$ cat config.mk
export PLATFORM = sky130hd
export DESIGN_NAME = binary_to_seven_segment_digits
export DESIGN_NICKNAME = d
export VERILOG_FILES = /design/src/design/b2s_pkg.sv /design/src/design/b2s_dabble.sv /design/src/design/b2s_emit.sv /design/src/design/binary_to_seven_segment_digits.sv
export SDC_FILE = /design/constraint.sdc
export NUM_CORES = 1
export LEC_CHECK = 0
export BUFFER_PORTS_ARGS = -buffer_cell sky130_fd_sc_hd__buf_2
export CORE_ASPECT_RATIO = 0.9
export CORE_UTILIZATION = 50
export DETAILED_ROUTE_END_ITERATION = 8
export GPL_ROUTABILITY_DRIVEN = 0
export PLACE_DENSITY = 0.68
export SKIP_CTS_REPAIR_TIMING = 1
export SLEW_MARGIN = 20
export SYNTH_ARGS = -nofsm -noshare
export SYNTH_HDL_FRONTEND = slang
export SYNTH_SLANG_ARGS = --single-unit
$ cat constraint.sdc
create_clock -name clk -period 4.6 [get_ports clk]
set_input_delay 0 -clock clk [delete_from_list [all_inputs] [get_ports clk]]
set_output_delay 0 -clock clk [all_outputs]
set_load 0.03 [all_outputs]
$ cat src/design/b2s_pkg.sv
`default_nettype none

package b2s_pkg;

    localparam int VALUE_W    = 32;
    localparam int DIGIT_W    = 4;
    localparam int SEG_W      = 7;
    localparam int COUNT_W    = 4;
    localparam int MAX_DIGITS = 10;
    localparam int BCD_W      = MAX_DIGITS * DIGIT_W;
    localparam int BIT_CNT_W  = $clog2(VALUE_W);

    // Converted value handed from the converter to the digit emitter.
    typedef struct packed {
        logic [BCD_W-1:0] bcd;
        logic             ovf;
    } b2s_bcd_t;

    // Sum-of-products segment equations, segment a on bit 0 up to g on bit 6.
    function automatic logic [SEG_W-1:0] seg_pattern(input logic [DIGIT_W-1:0] dg);
        logic a;
        logic b;
        logic c;
        logic d;
        logic [SEG_W-1:0] s;
        a    = dg[3];
        b    = dg[2];
        c    = dg[1];
        d    = dg[0];
        s[0] = a | (!b & c) | (b & d) | (!b & !d);
        s[1] = !b | (!c & !d) | (c & d);
        s[2] = b | !c | d;
        s[3] = (b & !c & d) | (!b & !d) | (!b & c) | (c & !d);
        s[4] = (!b & !d) | (c & !d);
        s[5] = (!c & !d) | (b & !c) | (b & !d) | a;
        s[6] = (!b & c) | (b & !c) | a | (b & !d) | (c & !d);
        return s;
    endfunction

endpackage

`default_nettype wire

$ cat src/design/b2s_dabble.sv
`default_nettype none

module b2s_dabble (
    input  wire logic                       clk,
    input  wire logic                       rst_n,
    input  wire logic                       in_valid,
    output logic                            in_ready,
    input  wire logic [b2s_pkg::VALUE_W-1:0] in_value,
    output logic                            res_valid,
    input  wire logic                       res_ready,
    output b2s_pkg::b2s_bcd_t               res
);
    import b2s_pkg::*;

    typedef enum logic [1:0] {IDLE, CONV, DONE} state_t;

    state_t                 state_reg;
    logic [VALUE_W-1:0]     shift_reg;
    logic [BCD_W-1:0]       bcd_reg;
    logic                   ovf_reg;
    logic [BIT_CNT_W-1:0]   bit_cnt_reg;

    logic [BCD_W-1:0]       bcd_corr;
    logic [BCD_W-1:0]       bcd_next;

    // Add three to every digit of five or more, then shift in the next bit.
    always_comb
    begin
        for (int i = 0; i < MAX_DIGITS; i++)
        begin
            if (bcd_reg[i*DIGIT_W +: DIGIT_W] >= DIGIT_W'(5))
                bcd_corr[i*DIGIT_W +: DIGIT_W] = bcd_reg[i*DIGIT_W +: DIGIT_W] + DIGIT_W'(3);
            else
                bcd_corr[i*DIGIT_W +: DIGIT_W] = bcd_reg[i*DIGIT_W +: DIGIT_W];
        end
        bcd_next = {bcd_corr[BCD_W-2:0], shift_reg[VALUE_W-1]};
    end

    always_ff @(posedge clk or negedge rst_n)
    begin
        if (!rst_n)
        begin
            state_reg   <= IDLE;
            shift_reg   <= '0;
            bcd_reg     <= '0;
            ovf_reg     <= 1'b0;
            bit_cnt_reg <= '0;
        end
        else
        begin
            unique case (state_reg)
                IDLE:
                begin
                    if (in_valid)
                    begin
                        shift_reg   <= in_value;
                        bcd_reg     <= '0;
                        ovf_reg     <= 1'b0;
                        bit_cnt_reg <= '0;
                        state_reg   <= CONV;
                    end
                end
                CONV:
                begin
                    bcd_reg     <= bcd_next;
                    ovf_reg     <= ovf_reg | bcd_corr[BCD_W-1];
                    shift_reg   <= shift_reg << 1;
                    bit_cnt_reg <= bit_cnt_reg + BIT_CNT_W'(1);
                    if (bit_cnt_reg == BIT_CNT_W'(VALUE_W - 1))
                        state_reg <= DONE;
                end
                DONE:
                begin
                    if (res_ready)
                        state_reg <= IDLE;
                end
                default:
                begin
                    state_reg <= IDLE;
                end
            endcase
        end
    end

    assign in_ready  = (state_reg == IDLE);
    assign res_valid = (state_reg == DONE);
    assign res.bcd   = bcd_reg;
    assign res.ovf   = ovf_reg;

endmodule

`default_nettype wire

$ cat src/design/b2s_emit.sv
`default_nettype none

module b2s_emit (
    input  wire logic                        clk,
    input  wire logic                        rst_n,
    input  wire logic                        in_valid,
    output logic                             in_ready,
    input  wire b2s_pkg::b2s_bcd_t           in_bcd,
    output logic                             out_valid,
    input  wire logic                        out_ready,
    output logic [b2s_pkg::DIGIT_W-1:0]      out_digit,
    output logic [b2s_pkg::SEG_W-1:0]        out_segments,
    output logic [b2s_pkg::COUNT_W-1:0]      out_count,
    output logic                             out_last
);
    import b2s_pkg::*;

    typedef enum logic [1:0] {IDLE, SKIP, EMIT} state_t;

    state_t               state_reg;
    logic [BCD_W-1:0]     bcd_reg;
    logic                 ovf_reg;
    logic [COUNT_W-1:0]   count_reg;
    logic [COUNT_W-1:0]   rem_reg;
    logic [DIGIT_W-1:0]   top_digit;
    logic                 emit_load;

    assign top_digit = bcd_reg[BCD_W-1 -: DIGIT_W];

    // The output register takes the next digit when it is empty or being drained.
    assign emit_load = (state_reg == EMIT) && (!out_valid || out_ready);

    always_ff @(posedge clk or negedge rst_n)
    begin
        if (!rst_n)
        begin
            state_reg    <= IDLE;
            bcd_reg      <= '0;
            ovf_reg      <= 1'b0;
            count_reg    <= '0;
            rem_reg      <= '0;
            out_valid    <= 1'b0;
            out_digit    <= '0;
            out_segments <= '0;
            out_count    <= '0;
            out_last     <= 1'b0;
        end
        else
        begin
            if (emit_load)
                out_valid <= 1'b1;
            else if (out_valid && out_ready)
                out_valid <= 1'b0;
            unique case (state_reg)
                IDLE:
                begin
                    if (in_valid)
                    begin
                        bcd_reg   <= in_bcd.bcd;
                        ovf_reg   <= in_bcd.ovf;
                        count_reg <= COUNT_W'(MAX_DIGITS);
                        state_reg <= SKIP;
                    end
                end
                SKIP:
                begin
                    // Leading zeros are dropped, keeping at least one digit, unless digits were lost off the top.
                    if (!ovf_reg && top_digit == '0 && count_reg > COUNT_W'(1))
                    begin
                        bcd_reg   <= bcd_reg << DIGIT_W;
                        count_reg <= count_reg - COUNT_W'(1);
                    end
                    else
                    begin
                        rem_reg   <= count_reg;
                        state_reg <= EMIT;
                    end
                end
                EMIT:
                begin
                    if (emit_load)
                    begin
                        out_digit    <= top_digit;
                        out_segments <= seg_pattern(top_digit);
                        out_count    <= count_reg;
                        out_last     <= (rem_reg == COUNT_W'(1));
                        bcd_reg      <= bcd_reg << DIGIT_W;
                        rem_reg      <= rem_reg - COUNT_W'(1);
                        if (rem_reg == COUNT_W'(1))
                            state_reg <= IDLE;
                    end
                end
                default:
                begin
                    state_reg <= IDLE;
                end
            endcase
        end
    end

    assign in_ready = (state_reg == IDLE);

endmodule

`default_nettype wire

$ cat src/design/binary_to_seven_segment_digits.sv
// The double-dabble converter takes one value at a time and shifts it in one bit per cycle;
// the emitter takes the result, strips leading zeros and then emits the n remaining digits.
// A new value is converted while the previous one is still being emitted.
// Reset (rst_n, asynchronous, active low) empties both stages and clears m_tvalid.
`default_nettype none

module binary_to_seven_segment_digits (
    input  wire logic        clk,
    input  wire logic        rst_n,
    // Input stream: one transfer per value to convert.
    input  wire logic        s_tvalid,
    output logic             s_tready,
    input  wire logic [31:0] s_tdata,   // [31:0] value
    // Output stream: one transfer per decimal digit, most significant first.
    output logic             m_tvalid,
    input  wire logic        m_tready,
    output logic [15:0]      m_tdata,   // [3:0] digit, [10:4] segments, [14:11] digit_count,
                                        // [15] zero padding
    output logic             m_tlast    // set on the least significant digit
);
    import b2s_pkg::*;

    logic                 conv_valid;
    logic                 conv_ready;
    b2s_bcd_t             conv_res;
    logic [DIGIT_W-1:0]   digit;
    logic [SEG_W-1:0]     segments;
    logic [COUNT_W-1:0]   digit_count;

    // The converter shifts the binary value in one bit per cycle, correcting
    // every BCD digit on the way, and holds the result until the emitter takes it.
    b2s_dabble u_dabble (
        .clk       (clk),
        .rst_n     (rst_n),
        .in_valid  (s_tvalid),
        .in_ready  (s_tready),
        .in_value  (s_tdata),
        .res_valid (conv_valid),
        .res_ready (conv_ready),
        .res       (conv_res)
    );

    // The emitter strips leading zeros one digit per cycle and then shifts
    // out the remaining digits through a registered output stage.
    b2s_emit u_emit (
        .clk          (clk),
        .rst_n        (rst_n),
        .in_valid     (conv_valid),
        .in_ready     (conv_ready),
        .in_bcd       (conv_res),
        .out_valid    (m_tvalid),
        .out_ready    (m_tready),
        .out_digit    (digit),
        .out_segments (segments),
        .out_count    (digit_count),
        .out_last     (m_tlast)
    );

    // Pack the result fields from the lowest bit up; the top bit is padding.
    assign m_tdata = {1'b0, digit_count, segments, digit};

endmodule

`default_nettype wire

==> results of run 1 <==
## cell families after synthesis
group	count (synthesis)
AOI/OAI and AO/OA	193
other	1
muxes	83
DFF	148
adders and majority gates	32
and+or+nand+nor	163
buffers and inverters	83
xor gates and xnor gates	22
## power by group through the flow
stage | logic, mW | clock network (mW) | registers [mW]
floorplan | 2.65 | 0 | 2.33
global placement | 3.08 | 0 | 2.29
detailed placement | 3.21 | 0 | 2.32
CTS | 3.22 | 1.55 | 2.31
global route | 3.56 | 1.60 | 2.38
finish | 3.20 | 1.52 | 2.31
## worst max-delay path, cell delays in order, from the launching register on
cell	delay, ps
dfrtp_1	690
buf_4	350
nand2b_1	150
nand2_1	190
o2111a_4	750
mux2_4	350
## per-stage QoR
step | total power [mW] | util (%)
2_1_floorplan | 4.979 | -
3_3_place_gp | 5.368 | 54.24
3_5_place_dp | 5.527 | 54.24
4_1_cts | 7.078 | 58.58
5_1_grt | 7.542 | 58.74
6_report | 7.029 | 58.74
## cell type report
| type | instances | area share, % |
|---|---|---|
| Sequential cell | 148 | 42.26 |
| Timing Repair Buffer | 62 | 3.925 |
| Multi-Input combinational cell | 494 | 42.01 |
| Tap cell | 198 | 2.826 |
| Inverter | 37 | 1.584 |
| Clock inverter | 13 | 2.227 |
| Clock buffer | 19 | 5.167 |
## layout by cell type (no fill, tap or decap), drive strengths merged, types with 4 or more instances in the layout
cell type / count
dfrtp: 148
o21ai: 84
nand2: 79
mux2: 72
buf: 60
a21oi: 48
inv: 42
nor3b: 32
ha: 32
clkbuf: 19
nand2b: 17
o31ai: 12
mux2i: 11
xor2: 11
xnor2: 11
o22ai: 11
nor2: 11
a32o: 10
o32ai: 9
nor3: 5
nor2b: 5
nand3: 5
bufinv: 4
## metal layers
layer	part of all wire (%)	track usage, %	up-vias
met2	46	32.94	92
met5	0	0	-
met4	1.1	6.676	0
li1	-	-	2641
met3	3.6	4.864	14
met1	49	28.03	2713
## how the worst min path moves through the flow
| stage | from | to | slack [ps] | cells after the start |
|---|---|---|---|---|
| floorplan | rst_n | u_dabble.bcd_reg[0] | -300 | 0 |
| global placement | rst_n | u_emit.out_segments[3] | 130 | 1 |
| detailed placement | rst_n | u_emit.out_segments[2] | 140 | 1 |
| CTS | rst_n | u_emit.out_count[0] | -330 | 1 |
| global route | s_tdata[0] | u_dabble.shift_reg[0] | 20 | 4 |
| finish | s_tdata[0] | u_dabble.shift_reg[0] | -10 | 4 |
==> flow_summary.yaml, run 1 <==
route:
  viasPerCell: 5.623
  wire_per_inst_um: 15.61
  final_antenna_net_count: 0
  firstDrtPassIters: 4
  wl_mm: 15.16
  drt_iter0_markers: 330
  vias: 5460
  drc: 0
sta:
  worst_hold_slack_ps: -13.80
  finalCritPeriodShare_pct: 57.62
  drv_slew: 0
  tightestPinTransition_ps: 958.9
  finClkSkew_ps: 11.06
  rsz0062_at_grt: "no"
  max_freq_mhz: 377.3
  fin_ws_ps: 1950
  final-hold-violation-count: 1
  finalSetupViolations: 0
  tns_ps: 0
  slew_headroom_pct: 36.07
  fin_crit_ps: 2650
floorplanning:
  std_cell_rows: 42
  die-area_um2: 16050
  coreArea_um2: 14920
  die_w_um: 133.4
  die_height_um: 120.3
  initial_core_util_pct: 52.09
  ios: 55
synth:
  ys_seq_area_share_pct: 47.64
  synth_top_flop_cell: "dfrtp_1"
  synth_common_cells: "dfrtp_1 (148), o21ai_0 (84), nand2_1 (79), a21oi_1 (47), mux2_4 (38)"
  synthTopCellsByArea: "dfrtp_1 (48%), mux2_4 (7.3%), o21ai_0 (5.4%)"
  synth_edf_count: 0
  avgSynthCellArea_um2: 10.72
  ys_types: 48
  synthCells: 725
  synth_top_area_share_pct: 47.64
  synth_compound_area_share_pct: 15.16
  syn-num-nets: 793
  async_reset_ff_share_pct: 100.0
  yosys.area_share.simple_pct: 10.78
  yosysTopAreaCell: "dfrtp_1"
  syn_area_um2: 7774
  synth_top_family_by_area: "compound AO/OA/AOI/OAI gates"
  synthXorXnorAreaFrac_pct: 2.479
  yosysWarnings: 0
  ys_ff_latch: 148
  yosysMostFrequentCell: "dfrtp_1"
  synth.area.mux_share_pct: 13.68
  synthAdderAreaFrac_pct: 5.150
place:
  post-place-ws_ps: 1946
  dp_hpwl_mm: 9.772
  place_area_um2: 8095
  port_buffers: 53
  post-place-cells: 937
clock_tree:
  cts_buffers: 17
  cts_tree: "built"
  clockBufferDepth: 2
  path_clk_slew_ps: 70
  insertion_delay_ps: 430
  cts_sinks: 148
  h-tree-depth: 4
  root_buffer: "clkbuf_16"
pwr:
  power_frac_seq_pct: 32.9
  combPwrFrac_pct: 45.5
  leakagePower_nw: 3.963
  p_clk_share_pct: 21.6
  power_switching_mw: 2.636
  intPower_mw: 4.393
  power_density_nw_per_um2: 801.9
  netSwitchingFraction_pct: 37.50
  vdd_drop_max_mv: 0.3459
critical_path:
  cp-endpoint: "u_emit.bcd_reg[13]"
  path_max_fanout: 40
  reg2regPathDepth: 5
  timing.rr.start: "u_dabble.state_reg[1]"
  cp.required_ps: 4910
  cp-startpoint: "u_dabble.state_reg[1]"
  cp-end-kind: "flip-flop"
  r2r_end: "u_emit.bcd_reg[13]"
  criticalPathCategory: "flip-flop to flip-flop"
  cp-start-kind: "flip-flop"
  regToRegSetupSlack_ps: 1950
  arrival_ps: 2960
layout:
  final_cell_area_um2: 8766
  num_antenna_cells: 0
  n_fill_cell: 1257
  regArea_um2: 3705
  area_delta_synth_final_pct: 12.76
  layout-drive-gt1-share_pct: 22.38
  nets: 828
  final_cells: 971
  multiInputGateArea_um2: 3682
global_routing:
  grt_first_pass_wirelength_mm: 26.46
  track_usage_pct: 20.73
  grt_pass1_vias: 5403
  overflow: 0
  grt_max_degree: 93
  antenna_found_initial: 0
run_status:
  violations: "negative hold slack"
  run_status: "finished, violations left"
worst_hold_path:
  hold_path_class: "input port to flip-flop"
run:
  max_cap_violations: 0
No activity file was read; power rests on OpenSTA's default activity.
==> inputs of run 2 (changes only) <==
--- a/config.mk
+++ b/config.mk
@@ -10,7 +10,7 @@
 export CORE_UTILIZATION = 50
 export DETAILED_ROUTE_END_ITERATION = 8
 export GPL_ROUTABILITY_DRIVEN = 0
-export PLACE_DENSITY = 0.68
+export PLACE_DENSITY = 0.71
 export SKIP_CTS_REPAIR_TIMING = 1
 export SLEW_MARGIN = 20
 export SYNTH_ARGS = -nofsm -noshare
==> constraint.sdc (replaced) <==
create_clock -name clk -period 2.3 [get_ports clk]
set_input_delay 0 -clock clk [delete_from_list [all_inputs] [get_ports clk]]
set_output_delay 0 -clock clk [all_outputs]
set_load 0.03 [all_outputs]
==> run 2 against run 1 <==
The flow still finishes with violations (negative hold slack). Core utilization grew 0.18 points. Non-clock buffer count increased by 13. Power increased by 97%. Critical endpoint is now u_emit.bcd_reg[9].
==> flow_summary.yaml, run 2 (synthesis gave the netlist of run 1 again) <==
place:
  dp_hpwl_mm: 10.09
  port_buffers: 53
  post-place-ws_ps: 30.55
clock_tree:
  cts_sinks: 148
  root_buffer: "clkbuf_16"
  insertion_delay_ps: 420
  clockBufferDepth: 2
  cts_tree: "built"
  cts_buffers: 17
  h-tree-depth: 4
  path_clk_slew_ps: 60
route:
  firstDrtPassIters: 5
  wl_mm: 15.92
  drc: 0
  drt_iter0_markers: 382
  vias: 5561
  wire_per_inst_um: 16.17
  final_antenna_net_count: 0
  viasPerCell: 5.646
layout:
  num_antenna_cells: 0
  postLayoutCoreUtil_pct: 58.92
  nets: 843
  layout-drive-gt1-share_pct: 23.25
  area_delta_synth_final_pct: 13.12
  final_common_cell: "dfrtp_1"
  layout_common_cells: "dfrtp_1 (147), o21ai_0 (84), nand2_1 (79), buf_2 (52), a21oi_1 (47)"
sta:
  max_freq_mhz: 464.0
  tns_ps: 0
  fin_ws_ps: 145.0
  finalSetupViolations: 0
  finalCritPeriodShare_pct: 93.70
  drv_slew: 0
  rsz0062_at_grt: "no"
  fin_crit_ps: 2155
  worst_hold_slack_ps: -43.32
  slew_headroom_pct: 62.97
  tightestPinTransition_ps: 554.2
  finClkSkew_ps: 8.666
  final-hold-violation-count: 3
global_routing:
  grt_first_pass_wirelength_mm: 26.32
  grt_pass1_vias: 5503
  antenna_found_initial: 0
  grt_max_degree: 60
  track_usage_pct: 20.46
  overflow: 0
critical_path:
  criticalPathCategory: "flip-flop to flip-flop"
  cp.required_ps: 2600
  path_max_fanout: 20
  cp-start-kind: "flip-flop"
  cp-end-kind: "flip-flop"
  arrival_ps: 2460
floorplanning:
  ios: 55
  initial_core_util_pct: 52.09
  die-area_um2: 16050
  die_height_um: 120.3
  std_cell_rows: 42
  die_w_um: 133.4
  coreArea_um2: 14920
run:
  max_cap_violations: 0
pwr:
  leakagePower_nw: 3.981
  power_density_nw_per_um2: 1571
  fin_total_pwr_mw: 13.82
  vdd_drop_max_mv: 0.7201
run_status:
  run_status: "finished, violations left"
  violations: "negative hold slack"
worst_hold_path:
  hold_path_class: "input port to flip-flop"
run 2: changes by cell type in the layout (fill, tap and decap cells not counted), sizes merged:
cell / delta
o2111a: +2
buf: +14
clkinvlp: +1
clkinv: +2
inv: -5
bufinv: -4
clkbuf: +5
dlygate4sd3: -1
run 2: per-layer routing:
layer / vias to the layer above / track usage (%) / share of wire [%]
met5: - / 0 / 0
met4: 0 / 6.534 / 1.3
met3: 20 / 4.822 / 3.4
met2: 100 / 33.20 / 48
met1: 2763 / 27.12 / 47
li1: 2678 / - / -
run 2: metrics by stage:
stage                     std cells  cell area, µm²
after floorplan                 725            7774
after global placement          951            8225
after detailed placement        951            8225
after CTS                       982            8758
after global routing            985            8793
final                           985            8793
run 2: report_power, final:
group / internal (mW) / switching [mW] / leakage, nW / total, mW
combinational: 3.27 / 3.46 / 1.86 / 6.73
clock: 1.46 / 1.03 / 0.256 / 2.48
sequential: 3.76 / 0.846 / 1.86 / 4.61
run 2: critical path, stage by stage (launching register included):
cell and delay, ps:
dfrtp_1 440, inv_1 90, ha_1 220, nor2_1 130
o311a_1 300, o2111a_4 500, mux2_4 340
run 2: path summary, 6_finish.rpt:
kind | from | cells after the start | to | slack, ps
worst min register to register | u_emit.out_digit[2] | 2 | u_emit.out_digit[2] | 470
max in group asynchronous | rst_n | 3 | u_emit.bcd_reg[12] | 1480
worst max-delay path | u_emit.count_reg[0] | 6 | u_emit.bcd_reg[9] | 150
min in group asynchronous | rst_n | 2 | u_emit.out_last | 70
worst max register to register | u_emit.count_reg[0] | 6 | u_emit.bcd_reg[9] | 150
worst min-delay path | m_tready | 3 | u_emit.out_valid | -40
run 2: area by class of cell:
| cell class | count | area (µm²) |
|---|---|---|
| tap | 198 | 247.7 |
| inverter | 37 | 138.9 |
| fill | 1248 | 6131 |
| sequential | 148 | 3705 |
| timing repair buffer | 75 | 464.2 |
| multi-input combinational | 496 | 3705 |
| clock inverter | 7 | 51.30 |
| clock buffer | 24 | 481.7 |
